--- src/hdl/rclfr_pkg.sv ---
// ----------------------------------------------------------------------------
// rclfr_pkg
// Shared constants and types of the RC link frame receiver.
// ----------------------------------------------------------------------------
`default_nettype none

package rclfr_pkg;

    localparam int MAX_FRAME_BYTES       = 64;
    localparam int CHANNEL_PAYLOAD_BYTES = 22;

    localparam int NUM_CH      = 6;
    localparam int CH_BITS     = 11;
    localparam int SHADOW_BITS = NUM_CH * CH_BITS;
    localparam int CNT_W       = $clog2(MAX_FRAME_BYTES);
    localparam int PWM_W       = 11;

    // Pulse width of a centered channel, the value after reset.
    localparam logic [PWM_W-1:0] PWM_CENTER = PWM_W'(1500);

    localparam logic [7:0]  SYNC_RESET    = 8'd200;
    localparam logic [7:0]  TYPE_RESET    = 8'd22;
    localparam logic [15:0] TIMEOUT_RESET = 16'd500;

    // Configuration register indexes.
    localparam logic [1:0] REG_SYNC_VALUE   = 2'd0;
    localparam logic [1:0] REG_FRAME_TYPE   = 2'd1;
    localparam logic [1:0] REG_TIMEOUT      = 2'd2;

    typedef enum logic [1:0] {
        ST_HUNT,
        ST_LENGTH,
        ST_BODY
    } t_rx_state;

    typedef struct packed {
        logic done;
        logic accepted;
    } t_frame_evt;

    typedef logic [SHADOW_BITS-1:0]            t_shadow;
    typedef logic [NUM_CH-1:0][PWM_W-1:0]      t_pwm_arr;

endpackage

`default_nettype wire

--- src/hdl/rclfr_frame.sv ---
// ----------------------------------------------------------------------------
// rclfr_frame
// Frame parser: sync hunt, length check, CRC-8 and channel unpacking.
// ----------------------------------------------------------------------------
`default_nettype none

module rclfr_frame
    import rclfr_pkg::*;
(
    input  wire logic       i_clk,
    input  wire logic       i_rst_n,
    input  wire logic       i_step,
    input  wire logic       i_op,
    input  wire logic [7:0] i_byte,
    input  wire logic [7:0] i_sync_value,
    input  wire logic [7:0] i_frame_type,
    output t_frame_evt      o_evt,
    output t_shadow         o_shadow
);

    localparam logic [7:0] LEN_MIN    = 8'd2;
    localparam logic [7:0] LEN_MAX    = 8'(MAX_FRAME_BYTES - 2);
    localparam logic [8:0] LEN_ACCEPT = 9'(CHANNEL_PAYLOAD_BYTES + 2);

    t_rx_state        r_state, n_state;
    logic [CNT_W-1:0] r_cnt, n_cnt;
    logic [7:0]       r_len, n_len;
    logic [7:0]       r_type, n_type;
    logic [7:0]       r_crc, n_crc;
    t_shadow          r_shadow, n_shadow;

    logic             byte_step;
    logic             crc_byte;
    logic             len_bad;
    logic [CNT_W-1:0] pos;

    function automatic logic [7:0] crc_step(input logic [7:0] crc, input logic [7:0] b);
        logic [7:0] c;
        c = crc ^ b;
        for (int i = 0; i < 8; i++) begin
            if (c[7]) begin
                c = (c << 1) ^ 8'hD5;
            end else begin
                c = c << 1;
            end
        end
        return c;
    endfunction

    assign byte_step = i_step && !i_op;
    assign crc_byte  = {{(9-CNT_W){1'b0}}, r_cnt} >= ({1'b0, r_len} + 9'd1);
    assign len_bad   = (i_byte < LEN_MIN) || (i_byte > LEN_MAX);
    assign pos       = r_cnt - CNT_W'(3);

    // Next state.
    always_comb begin
        n_state = r_state;
        if (byte_step) begin
            case (r_state)
                ST_HUNT: begin
                    if (i_byte == i_sync_value) begin
                        n_state = ST_LENGTH;
                    end
                end
                ST_LENGTH: begin
                    n_state = len_bad ? ST_HUNT : ST_BODY;
                end
                ST_BODY: begin
                    if (crc_byte) begin
                        n_state = ST_HUNT;
                    end
                end
                default: begin
                    n_state = ST_HUNT;
                end
            endcase
        end
    end

    // Datapath and frame result.
    always_comb begin
        n_cnt        = r_cnt;
        n_len        = r_len;
        n_type       = r_type;
        n_crc        = r_crc;
        n_shadow     = r_shadow;
        o_evt        = '0;
        if (byte_step) begin
            case (r_state)
                ST_HUNT: begin
                    n_cnt = CNT_W'(1);
                end
                ST_LENGTH: begin
                    n_len = i_byte;
                    n_crc = 8'd0;
                    n_cnt = CNT_W'(2);
                end
                ST_BODY: begin
                    if (crc_byte) begin
                        o_evt.done     = 1'b1;
                        o_evt.accepted = (i_byte == r_crc) && (r_type == i_frame_type)
                                         && ({1'b0, r_len} >= LEN_ACCEPT);
                        n_cnt          = '0;
                    end else begin
                        if (r_cnt == CNT_W'(2)) begin
                            n_type = i_byte;
                        end else begin
                            // Channel bits are packed LSB-first across the payload.
                            for (int k = 0; k < SHADOW_BITS; k++) begin
                                if (pos == CNT_W'(k / 8)) begin
                                    n_shadow[k] = i_byte[k % 8];
                                end
                            end
                        end
                        n_crc = crc_step(r_crc, i_byte);
                        n_cnt = r_cnt + CNT_W'(1);
                    end
                end
                default: begin
                    n_cnt = '0;
                end
            endcase
        end
    end

    always_ff @(posedge i_clk) begin
        if (!i_rst_n) begin
            r_state <= ST_HUNT;
            r_cnt   <= '0;
            r_len   <= '0;
            r_type  <= '0;
            r_crc   <= '0;
        end else begin
            r_state <= n_state;
            r_cnt   <= n_cnt;
            r_len   <= n_len;
            r_type  <= n_type;
            r_crc   <= n_crc;
        end
    end

    always_ff @(posedge i_clk) begin
        r_shadow <= n_shadow;
    end

    assign o_shadow = r_shadow;

endmodule

`default_nettype wire

--- src/hdl/rclfr_status.sv ---
// ----------------------------------------------------------------------------
// rclfr_status
// Committed pulse widths, tick counter and signal-present flag.
// ----------------------------------------------------------------------------
`default_nettype none

module rclfr_status
    import rclfr_pkg::*;
(
    input  wire logic        i_clk,
    input  wire logic        i_rst_n,
    input  wire logic        i_step,
    input  wire logic        i_op,
    input  wire t_frame_evt  i_evt,
    input  wire t_shadow     i_shadow,
    input  wire logic [15:0] i_timeout,
    output logic             o_link_ok,
    output t_pwm_arr         o_pwm
);

    localparam logic [21:0] PWM_SCALE  = 22'd1000;
    localparam logic [21:0] PWM_OFFSET = 22'd512000;
    localparam logic [11:0] PWM_MIN    = 12'd1000;
    localparam logic [11:0] PWM_MAX    = 12'd2000;

    logic [15:0] r_ticks, n_ticks;
    logic        r_flag, n_flag;
    t_pwm_arr    r_pwm, n_pwm;
    t_pwm_arr    shadow_pwm;

    function automatic logic [PWM_W-1:0] to_pwm(input logic [CH_BITS-1:0] raw);
        logic [21:0] scaled;
        logic [11:0] p;
        scaled = {{(22-CH_BITS){1'b0}}, raw} * PWM_SCALE + PWM_OFFSET;
        p      = scaled[21:10];
        if (p < PWM_MIN) begin
            p = PWM_MIN;
        end
        if (p > PWM_MAX) begin
            p = PWM_MAX;
        end
        return p[PWM_W-1:0];
    endfunction

    always_comb begin
        for (int c = 0; c < NUM_CH; c++) begin
            shadow_pwm[c] = to_pwm(i_shadow[c*CH_BITS +: CH_BITS]);
        end
    end

    always_comb begin
        n_ticks = r_ticks;
        n_flag  = r_flag;
        n_pwm   = r_pwm;
        if (i_step) begin
            if (i_op) begin
                if (r_ticks != 16'hFFFF) begin
                    n_ticks = r_ticks + 16'd1;
                end
                if (n_ticks > i_timeout) begin
                    n_flag = 1'b0;
                end
            end else if (i_evt.accepted) begin
                n_ticks = '0;
                n_flag  = 1'b1;
                n_pwm   = shadow_pwm;
            end
        end
    end

    always_ff @(posedge i_clk) begin
        if (!i_rst_n) begin
            r_ticks <= '0;
            r_flag  <= 1'b0;
            r_pwm   <= {NUM_CH{PWM_CENTER}};
        end else begin
            r_ticks <= n_ticks;
            r_flag  <= n_flag;
            r_pwm   <= n_pwm;
        end
    end

    // The values after this item, for the result register.
    assign o_link_ok = n_flag;
    assign o_pwm     = n_pwm;

endmodule

`default_nettype wire

--- src/hdl/rc_link_frame_receiver.sv ---
// ----------------------------------------------------------------------------
// rc_link_frame_receiver
// Parses RC channel link frames from a byte stream and tracks link health.
// ----------------------------------------------------------------------------
// Channel   Dir  Payload
// s_axis    in   tdata: rx_byte[7:0]; tuser: operation[0]
// m_axis    out  tdata: frame_done, frame_accepted, link_ok, six 11-bit pulses
// cfg       in   i_cfg_index[1:0], i_cfg_data[15:0]
//
// One item per cycle while the result side does not stall. A transaction is
// held in the input register while the parser and status logic work on it;
// its result is registered in the output register, from which it leaves.
// The input register accepts a new transaction while the result is stalled
// as long as it is empty; ready drops only when both registers are full
// and the result side stalls.
// Reset is synchronous; channels come up centered at 1500 us, link down.
// ----------------------------------------------------------------------------
`default_nettype none

module rc_link_frame_receiver
    import rclfr_pkg::*;
(
    input  wire logic        i_clk,
    input  wire logic        i_rst_n,
    input  wire logic        s_axis_tvalid,
    output logic             s_axis_tready,
    input  wire logic [7:0]  s_axis_tdata,   // rx_byte[7:0]
    input  wire logic        s_axis_tuser,   // operation[0]
    output logic             m_axis_tvalid,
    input  wire logic        m_axis_tready,
    // frame_done[0], frame_accepted[1], link_ok[2], pulse_throttle[13:3],
    // pulse_roll[24:14], pulse_pitch[35:25], pulse_yaw[46:36],
    // pulse_mode[57:47], pulse_aux[68:58], zero fill[71:69]
    output logic [71:0]      m_axis_tdata,
    input  wire logic        i_cfg_valid,
    output logic             o_cfg_ready,
    input  wire logic [1:0]  i_cfg_index,
    input  wire logic [15:0] i_cfg_data
);

    logic        r_in_valid;
    logic        r_in_op;
    logic [7:0]  r_in_byte;
    logic        r_out_valid;
    logic [71:0] r_out_data;

    logic [7:0]  r_sync_value;
    logic [7:0]  r_frame_type;
    logic [15:0] r_timeout;

    logic        advance;
    logic        step;
    t_frame_evt  evt;
    t_shadow     shadow;
    logic        link_ok;
    t_pwm_arr    pwm;

    assign advance       = !r_out_valid || m_axis_tready;
    assign step          = r_in_valid && advance;
    assign s_axis_tready = !r_in_valid || advance;
    assign o_cfg_ready   = 1'b1;

    always_ff @(posedge i_clk) begin
        if (!i_rst_n) begin
            r_sync_value <= SYNC_RESET;
            r_frame_type <= TYPE_RESET;
            r_timeout    <= TIMEOUT_RESET;
        end else if (i_cfg_valid) begin
            case (i_cfg_index)
                REG_SYNC_VALUE: r_sync_value <= i_cfg_data[7:0];
                REG_FRAME_TYPE: r_frame_type <= i_cfg_data[7:0];
                REG_TIMEOUT:    r_timeout    <= i_cfg_data;
                default: begin
                end
            endcase
        end
    end

    always_ff @(posedge i_clk) begin
        if (!i_rst_n) begin
            r_in_valid <= 1'b0;
        end else if (s_axis_tvalid && s_axis_tready) begin
            r_in_valid <= 1'b1;
        end else if (step) begin
            r_in_valid <= 1'b0;
        end
    end

    always_ff @(posedge i_clk) begin
        if (s_axis_tvalid && s_axis_tready) begin
            r_in_op   <= s_axis_tuser;
            r_in_byte <= s_axis_tdata;
        end
    end

    rclfr_frame u_frame (
        .i_clk        (i_clk),
        .i_rst_n      (i_rst_n),
        .i_step       (step),
        .i_op         (r_in_op),
        .i_byte       (r_in_byte),
        .i_sync_value (r_sync_value),
        .i_frame_type (r_frame_type),
        .o_evt        (evt),
        .o_shadow     (shadow)
    );

    rclfr_status u_status (
        .i_clk     (i_clk),
        .i_rst_n   (i_rst_n),
        .i_step    (step),
        .i_op      (r_in_op),
        .i_evt     (evt),
        .i_shadow  (shadow),
        .i_timeout (r_timeout),
        .o_link_ok (link_ok),
        .o_pwm     (pwm)
    );

    always_ff @(posedge i_clk) begin
        if (!i_rst_n) begin
            r_out_valid <= 1'b0;
        end else if (step) begin
            r_out_valid <= 1'b1;
        end else if (m_axis_tready) begin
            r_out_valid <= 1'b0;
        end
    end

    always_ff @(posedge i_clk) begin
        if (step) begin
            r_out_data <= {3'b000, pwm, link_ok, evt.accepted, evt.done};
        end
    end

    assign m_axis_tvalid = r_out_valid;
    assign m_axis_tdata  = r_out_data;

endmodule

`default_nettype wire
--- config.mk ---
export PLATFORM = sky130hd
export DESIGN_NAME = rc_link_frame_receiver
export DESIGN_NICKNAME = d
export VERILOG_FILES = /design/src/hdl/rclfr_pkg.sv /design/src/hdl/rclfr_frame.sv /design/src/hdl/rclfr_status.sv /design/src/hdl/rc_link_frame_receiver.sv
export SDC_FILE = /design/constraint.sdc
export NUM_CORES = 1
export LEC_CHECK = 0
export ABC_AREA = 1
export BUFFER_PORTS_ARGS = -buffer_cell sky130_fd_sc_hd__buf_2
export CORE_ASPECT_RATIO = 2
export CORE_MARGIN = 4
export CORE_UTILIZATION = 40
export CTS_CLUSTER_DIAMETER = 100
export DETAILED_ROUTE_END_ITERATION = 12
export GPL_ROUTABILITY_DRIVEN = 0
export HOLD_SLACK_MARGIN = 0.08
export SLEW_MARGIN = 0
export SYNTH_ARGS = -nofsm -noshare
export SYNTH_HDL_FRONTEND = slang
export SYNTH_SLANG_ARGS = --single-unit
--- constraint.sdc ---
create_clock -name i_clk -period 14.05 [get_ports i_clk]
set_input_delay 0.7025 -clock i_clk [delete_from_list [all_inputs] [get_ports i_clk]]
set_output_delay 0.7025 -clock i_clk [all_outputs]
set_load 0.02 [all_outputs]
==> results by group, run 1 <==
Timing
  – Unrepaired setup endpoints after global routing: no
  – Tmin final: around 6400 ps
  – Final clock skew: 26.8 ps
  – Final Hold Slack: 272 ps
  – Setup_tns: 0 ps
  – Final hold vios: 0
  – Slew @ Worst Pin: between 900 and 1000 ps
  – Slew Limit Fails: 0
  – Achievable Freq: approximately 0.16 GHz
  – Fin crit share: 0.453
  – Rel. slew slack: 0.361
  – # setup viols final: 0

Yosys
  – Post-synth EDFFs: 144
  – Synth warnings: 0
  – Mapped Area: around 26000 µm²
  – Sequential element share of the synthesized area: 0.283
  – Simple-Gate Fraction of Synth Area: 0.231
  – Mapped Cells: about 3300
  – Yosys reg bits: approximately 290
  – Netlist cell types: between 40 and 50
  – Post-synth top area share: 0.168
  – Xor/xnor share of the synthesized area: 0.0316
  – Mux contribution to synthesized area: 0
  – Synth Area in Adders: 0.288
  – Asr flop ratio synth: 0
  – Syn Area/Cell: 7.88 µm²
  – Prevailing post-synth register cell: dfxtp_1
  – Synth top area cells: edfxtp_1 17%, fa_1 15%, ha_1 13%
  – Combinational family with the most area after synthesis: adder cells
  – Synth area leader: edfxtp_1
  – Synth Area in Compound Gates: 0.0630

Floorplan
  – Std cell rows: ~130
  – # IOs: approximately 110
  – Die Span X: 188 µm
  – Area of the core: approximately 64000 µm²
  – Die Y: between 300 and 400 µm
  – Die ar.: about 69000 µm²
  – Starting Density: 0.404

Worst setup path
  – Cell mode on critical path: nand2_1
  – R2R depth: 27
  – Crit start category: flop
  – Worst path bufs/invs: 5
  – Top Family by Delay on Critical Path: adder cells
  – Crit path largest cell delay: between 500 and 600 ps
  – Levels on crit path: 27
  – Crit path DAT: between 6000 and 7000 ps
  – WS Path Type: reg -> reg
  – Critical path endpoint category: flop
  – Crit-path slowest cell: fa_1
  – Data required, critical path: 14380 ps
  – Crit-path max FO: 8

Routing
  – DRC: 0
  – DRT iter0 DRCs: 946
  – Overall routed net length: approximately 70 mm
  – Drt first pass iters: 5
  – Avg Vias per Cell: around 5
  – Routed Antenna Nets: 0
  – WL/cell: ~17 µm
  – Via count: ~21000

Clock network
  – CTS H-tree lvls: 1
  – Setup bufs post-CTS: 0
  – Sink Count: ~290
  – Hold-fix buffers, CTS: 0
  – CTS tree: done
  – Reg clk slew, reported paths: ~70 ps
  – Root Buffer: clkbuf_16
  – Clock latency on the worst-skew pair: ~600 ps
  – CTS resizes: 0
  – Number of buffers created by CTS: 30
  – Clock Tree Buf Depth: 3

GRT
  – Met3 usage: 0.0161
  – Met1 Use GR: 0.201
  – Vias in the first global route: between 20000 and 25000
  – Initial antenna violation count: 1
  – Total track usage: 0.201
  – Largest net degree at the start of global routing: roughly 60
  – Gr ovfl total: 0
  – Gr busiest metal: met2
  – GR Util met2: 0.414
  – First-pass GRT wire length: around 110 mm

Worst hold path
  – Hold Crit Depth: 1
  – Hold WC Path Type: in -> reg

Power
  – Worst vdd ir: around 0.10 mV
  – Leakage: 14.0 nW
  – Power per Cell Area: 66.6 nW/µm²
  – Design Power: roughly 0.0019 W

Final layout
  – Total inserted antenna cells: 0
  – Finished Layout Cells: about 4200
  – Layout cells sized above 1: 0.0629
  – Design Area, Final: roughly 28000 µm²
  – Area growth, synth to finish: 10.0%
  – Nets: a little under 4000

Placement
  – Port bufs: about 100
  – Placed cell areas: between 20000 and 30000 µm²
  – Inst Count DP: 4161
  – DP HPWL: 56.0 mm

Run
  – Max-cap viol count: 0

Run status
  – Outcome: finished clean
==> path summary, 6_finish.rpt <==
check / from / endpoint / slack (ps)
max: u_frame.o_shadow[26]$_DFFE_PP_ / m_axis_tdata[28]$_DFFE_PP_ / 7680
min: s_axis_tdata[6] / r_in_byte[6]$_DFFE_PP_ / 270
max reg2reg: u_frame.o_shadow[26]$_DFFE_PP_ / m_axis_tdata[28]$_DFFE_PP_ / 7680
min reg2reg: u_status.r_ticks[3]$_SDFFE_PN0P_ / u_status.r_ticks[3]$_SDFFE_PN0P_ / 460
==> sequential cells by signal (all words and copies together) (netlist names) <==
signal and cells:
m_axis_tvalid 1, u_status.r_ticks 16, r_in_valid 1, u_frame.r_len 8
r_in_byte 8, u_frame.r_crc 8, u_status.r_pwm 66, r_in_op 1
u_frame.o_shadow 66, u_frame.r_state 2, u_frame.r_type 8, r_frame_type 8
u_frame.r_cnt 6, r_timeout 16, m_axis_tdata 69, r_sync_value 8
u_status.r_flag 1
==> stage by stage <==
step,setup WS [ps],utilization
floorplan,8680,-
global placement,7660,0.428
detailed placement,7730,0.428
CTS,7710,0.444
global route,7180,0.444
finish,7680,0.444
==> cells in the final DEF (no fill, tap or decap), types with 5 or more instances in the layout <==
cell	n
clkinv_1	7
ha_1	278
nand2_1	806
fa_1	198
nand4_1	48
inv_6	5
buf_2	102
nor4_1	9
xor2_1	50
nand3_1	201
a31oi_1	7
o211ai_1	12
clkbuf_16	30
nor3_1	46
dfxtp_1	149
a21oi_1	161
bufinv_16	5
o31ai_1	5
clkinvlp_4	5
a21o_1	7
or2_2	26
inv_1	654
edfxtp_1	144
buf_4	26
xnor2_1	32
o21ai_0	84
nor2_1	242
xor2_2	5
nand3b_1	22
o21bai_1	10
==> logic make-up (layout without fill, tap and decap cells) <==
group | Yosys count | in the layout
simple gates | 1414 | 1414
buf+inv | 703 | 845
fa+ha+maj | 476 | 476
compound gates | 299 | 299
flops | 293 | 293
xor+xnor | 88 | 88
other cells | 2 | 4
==> Yosys cell counts, drive strengths merged, types with 48 or more instances <==
cell,instances
dfxtp,149
inv,659
xor2,55
ha,278
o21ai,86
edfxtp,144
nor2,242
nand2,806
a21oi,161
nand3,201
nand4,48
fa,198
==> routing by layer <==
| layer | vias up | wire [µm] |
|---|---|---|
| met5 | - | 0 |
| met4 | 0 | 3540 |
| met3 | 159 | 1940 |
| met2 | 394 | 39200 |
| met1 | 9955 | 24900 |
| li1 | 10568 | - |
==> power by group <==
| part | switching, W | internal, W | total (W) | leakage (nW) |
|---|---|---|---|---|
| combinational | 0.0000823 | 0.0000316 | 0.000114 | 11.1 |
| clock | 0.000378 | 0.000490 | 0.000868 | 0.493 |
| sequential | 0.00000491 | 0.000904 | 0.000909 | 2.41 |
==> cell type report <==
type,instances,area (µm²)
inverter,661,2480
clock inverter,24,293
multi-input combinational,2281,15800
tap,798,998
clock buffer,32,758
fill,6512,35500
timing repair buffer,128,706
sequential,293,7310
Note: power is estimated with default switching activity, not from simulation.
==> inputs of run 2 (changes only) <==
--- a/config.mk
+++ b/config.mk
@@ -5,7 +5,7 @@
 export SDC_FILE = /design/constraint.sdc
 export NUM_CORES = 1
 export LEC_CHECK = 0
-export ABC_AREA = 1
+export ABC_AREA = 0
 export BUFFER_PORTS_ARGS = -buffer_cell sky130_fd_sc_hd__buf_2
 export CORE_ASPECT_RATIO = 2
 export CORE_MARGIN = 4
==> constraint.sdc (replaced) <==
create_clock -name i_clk -period 5.6 [get_ports i_clk]
set_input_delay 0.28 -clock i_clk [delete_from_list [all_inputs] [get_ports i_clk]]
set_output_delay 0.28 -clock i_clk [all_outputs]
set_load 0.02 [all_outputs]
==> results by group, run 2 <==
Run status
  – Outcome: finished with violations
  – Failing checks: negative setup slack

Placement
  – Placed cell areas: 30300 µm²
  – Port bufs: just over 100
  – DP HPWL: 56.7 mm

Clock network
  – Root Buffer: clkbuf_16
  – CTS H-tree lvls: 1
  – CTS tree: done
  – Sink Count: between 200 and 300
  – Clock latency on the worst-skew pair: about 590 ps
  – Clock Tree Buf Depth: 3
  – Reg clk slew, reported paths: roughly 70 ps
  – Number of buffers created by CTS: 30

GRT
  – Vias in the first global route: around 24000
  – Total track usage: 0.210
  – Initial antenna violation count: 0
  – Gr ovfl total: 0
  – Largest net degree at the start of global routing: 61
  – First-pass GRT wire length: approximately 120 mm

Worst setup path
  – Worst R2R Start: u_frame.o_shadow[24]$_DFFE_PP_
  – Reg2Reg Setup Slack: -470 ps
  – Data required, critical path: 6050 ps
  – Crit-path max FO: 3
  – WS Path Type: reg -> reg
  – Crit path capture: m_axis_tdata[27]$_DFFE_PP_
  – R2R depth: 25
  – Critical path endpoint category: flop
  – Setup crit start: u_frame.o_shadow[24]$_DFFE_PP_
  – Crit start category: flop
  – Worst R2R End: m_axis_tdata[27]$_DFFE_PP_
  – Crit path DAT: ~6500 ps

Power
  – Worst vdd ir: between 0.2 and 0.25 mV
  – Leakage: about 15 nW
  – Power per Cell Area: 133 nW/µm²
  – Design Power: approximately 0.0046 W

Yosys
  – Asr flop ratio synth: 0
  – Synth warnings: 0
  – Netlist cell types: 100
  – Yosys reg bits: roughly 290
  – Prevailing post-synth register cell: dfxtp_1
  – Synth area leader: edfxtp_1
  – Mapped Area: between 20000 and 30000 µm²
  – Top cells by count, synth: 360 x inv_1, 278 x ha_1, 205 x nand2_1
  – Sequential element share of the synthesized area: 0.285
  – Top-count cell post-synth: inv_1
  – Syn Area/Cell: ~9.5 µm²
  – Post-synth top area share: 0.169
  – Synth top area cells: edfxtp_1 17%, fa_1 15%, ha_1 14%
  – Post-synth EDFFs: 144
  – Mapped Cells: 2702

Final layout
  – Nets: approximately 3800
  – Most frequent cells in the layout: 480 x buf_4, 314 x inv_1, 245 x ha_1, 193 x fa_1, 184 x nand2_1
  – Largest register FFs: 69
  – Area growth, synth to finish: 35.5%
  – Design Area, Final: 34800 µm²
  – Commonest non-fill, non-tap cell in the layout: buf_4
  – Layout cells sized above 1: 0.332
  – Final core occ: 0.547

Floorplan
  – Die Span X: 187 µm
  – Area of the core: ~64000 µm²
  – Die Y: 366 µm
  – Die ar.: just under 70000 µm²
  – Starting Density: 0.403
  – Std cell rows: 131
  – # IOs: about 110

Timing
  – Final setup margin: -468 ps
  – Final hold vios: 0
  – Final clock skew: 31.3 ps
  – Unrepaired setup endpoints after global routing: yes
  – # setup viols final: 55
  – Slew Limit Fails: 0
  – Final Hold Slack: between 150 and 200 ps
  – Rel. slew slack: 0.160
  – Tmin final: just over 6000 ps
  – Achievable Freq: between 0.15 and 0.2 GHz
  – Slew @ Worst Pin: between 1000 and 1500 ps
  – Fin crit share: 1.08
  – Setup_tns: -7050 ps

Worst hold path
  – Hold WC Path Type: in -> reg

Routing
  – Overall routed net length: around 75 mm
  – WL/cell: around 18 µm
  – DRC: 0
  – Drt first pass iters: 5
  – DRT iter0 DRCs: 972
  – Routed Antenna Nets: 0
  – Avg Vias per Cell: around 5.4
  – Via count: 22177

Run
  – Max-cap viol count: 0
==> run 2: cell types whose count changed in the layout (fill, tap and decap cells not counted), moves of 62 or more <==
cell,previous run,this run
xnor2_1,32,94
nor2_1,242,168
nand2_1,806,184
a21oi_1,161,79
inv_1,654,314
buf_4,26,480
nand3_1,201,56
==> run 2: logic make-up (layout without fill, tap and decap cells) <==
logic type / count (synthesis) / in the layout / synth area share
compound gates: 543 / 543 / 0.147
fa+ha+maj: 476 / 476 / 0.290
other cells: 2 / 5 / 0.000293
xor+xnor: 155 / 155 / 0.0529
buf+inv: 441 / 1077 / 0.0657
simple gates: 757 / 757 / 0.145
mux: 35 / 35 / 0.0138
flops: 293 / 293 / 0.285
==> run 2: worst min-delay path by stage <==
stage,startpoint,endpoint,cells past startpoint
3_5_place_dp,r_timeout[11]$_SDFFE_PN0P_,r_timeout[11]$_SDFFE_PN0P_,2
4_1_cts,i_cfg_index[1],r_sync_value[6]$_SDFFE_PN1P_,4
3_3_place_gp,r_timeout[11]$_SDFFE_PN0P_,r_timeout[11]$_SDFFE_PN0P_,2
6_report,i_cfg_index[1],r_sync_value[6]$_SDFFE_PN1P_,4
5_1_grt,i_cfg_index[1],r_sync_value[7]$_SDFFE_PN1P_,4
2_1_floorplan,s_axis_tdata[0],r_in_byte[0]$_DFFE_PP_,0
==> run 2: critical path, stage by stage (launching register included) <==
cell and delay [ps]:
edfxtp_1 470, fa_1 500, fa_1 510, inv_1 50, fa_1 460, fa_1 520, inv_2 50, ha_4 200
o21ai_2 60, a21o_1 140, nand2_2 60, a21o_1 170, a21o_1 170, a21oi_2 160, xnor2_2 130, ha_2 240
inv_2 40, and4_1 160, o211ai_1 270, a21oi_2 140, a32oi_2 200, and3b_1 220, o211ai_1 220, nand3_1 150
or4b_4 540, nand2_1 70
==> run 2: per-layer routing <==
| metal | track usage | vias to the layer above | wire length (µm) |
|---|---|---|---|
| li1 | - | 10576 | - |
| met1 | 0.209 | 10869 | 26000 |
| met2 | 0.424 | 504 | 42200 |
| met3 | 0.0188 | 228 | 2390 |
| met4 | 0.104 | 0 | 4300 |
| met5 | 0 | - | 0 |
==> run 2: what timing repair did <==
| item | 4_1_cts | 5_1_grt |
|---|---|---|
| pin swaps | 154 | 176 |
| hold endpoints to repair | 53 | 0 |
| hold buffers | 28 | 0 |
| setup endpoints to repair | 121 | 130 |
| setup buffers | 72 | 51 |
| resized for setup | 211 | 284 |
==> run 2: power breakdown <==
part	leakage (nW)	switching, W	internal, W
registers	2.38	0.0000217	0.00227
logic	12.2	0.000144	0.0000773
clock network	0.499	0.000959	0.00116
total	15.1	0.00113	0.00351
==> run 2: cell type report <==
cell class	instances	area, µm²
flip-flops and latches	293	7310
fillers	5546	28800
well taps	798	998
diodes	1	2.50
clock buffers	35	812
repair buffers	659	4950
inverters	362	1370
multi-input cells	1970	19100
clock inverters	21	230
==> run 2: stage by stage <==
step / instances / setup WS, ps
2_1_floorplan: 2704 / -295
3_3_place_gp: 3947 / -464
3_5_place_dp: 3947 / -541
4_1_cts: 4093 / -417
5_1_grt: 4138 / -727
6_report: 4139 / -468
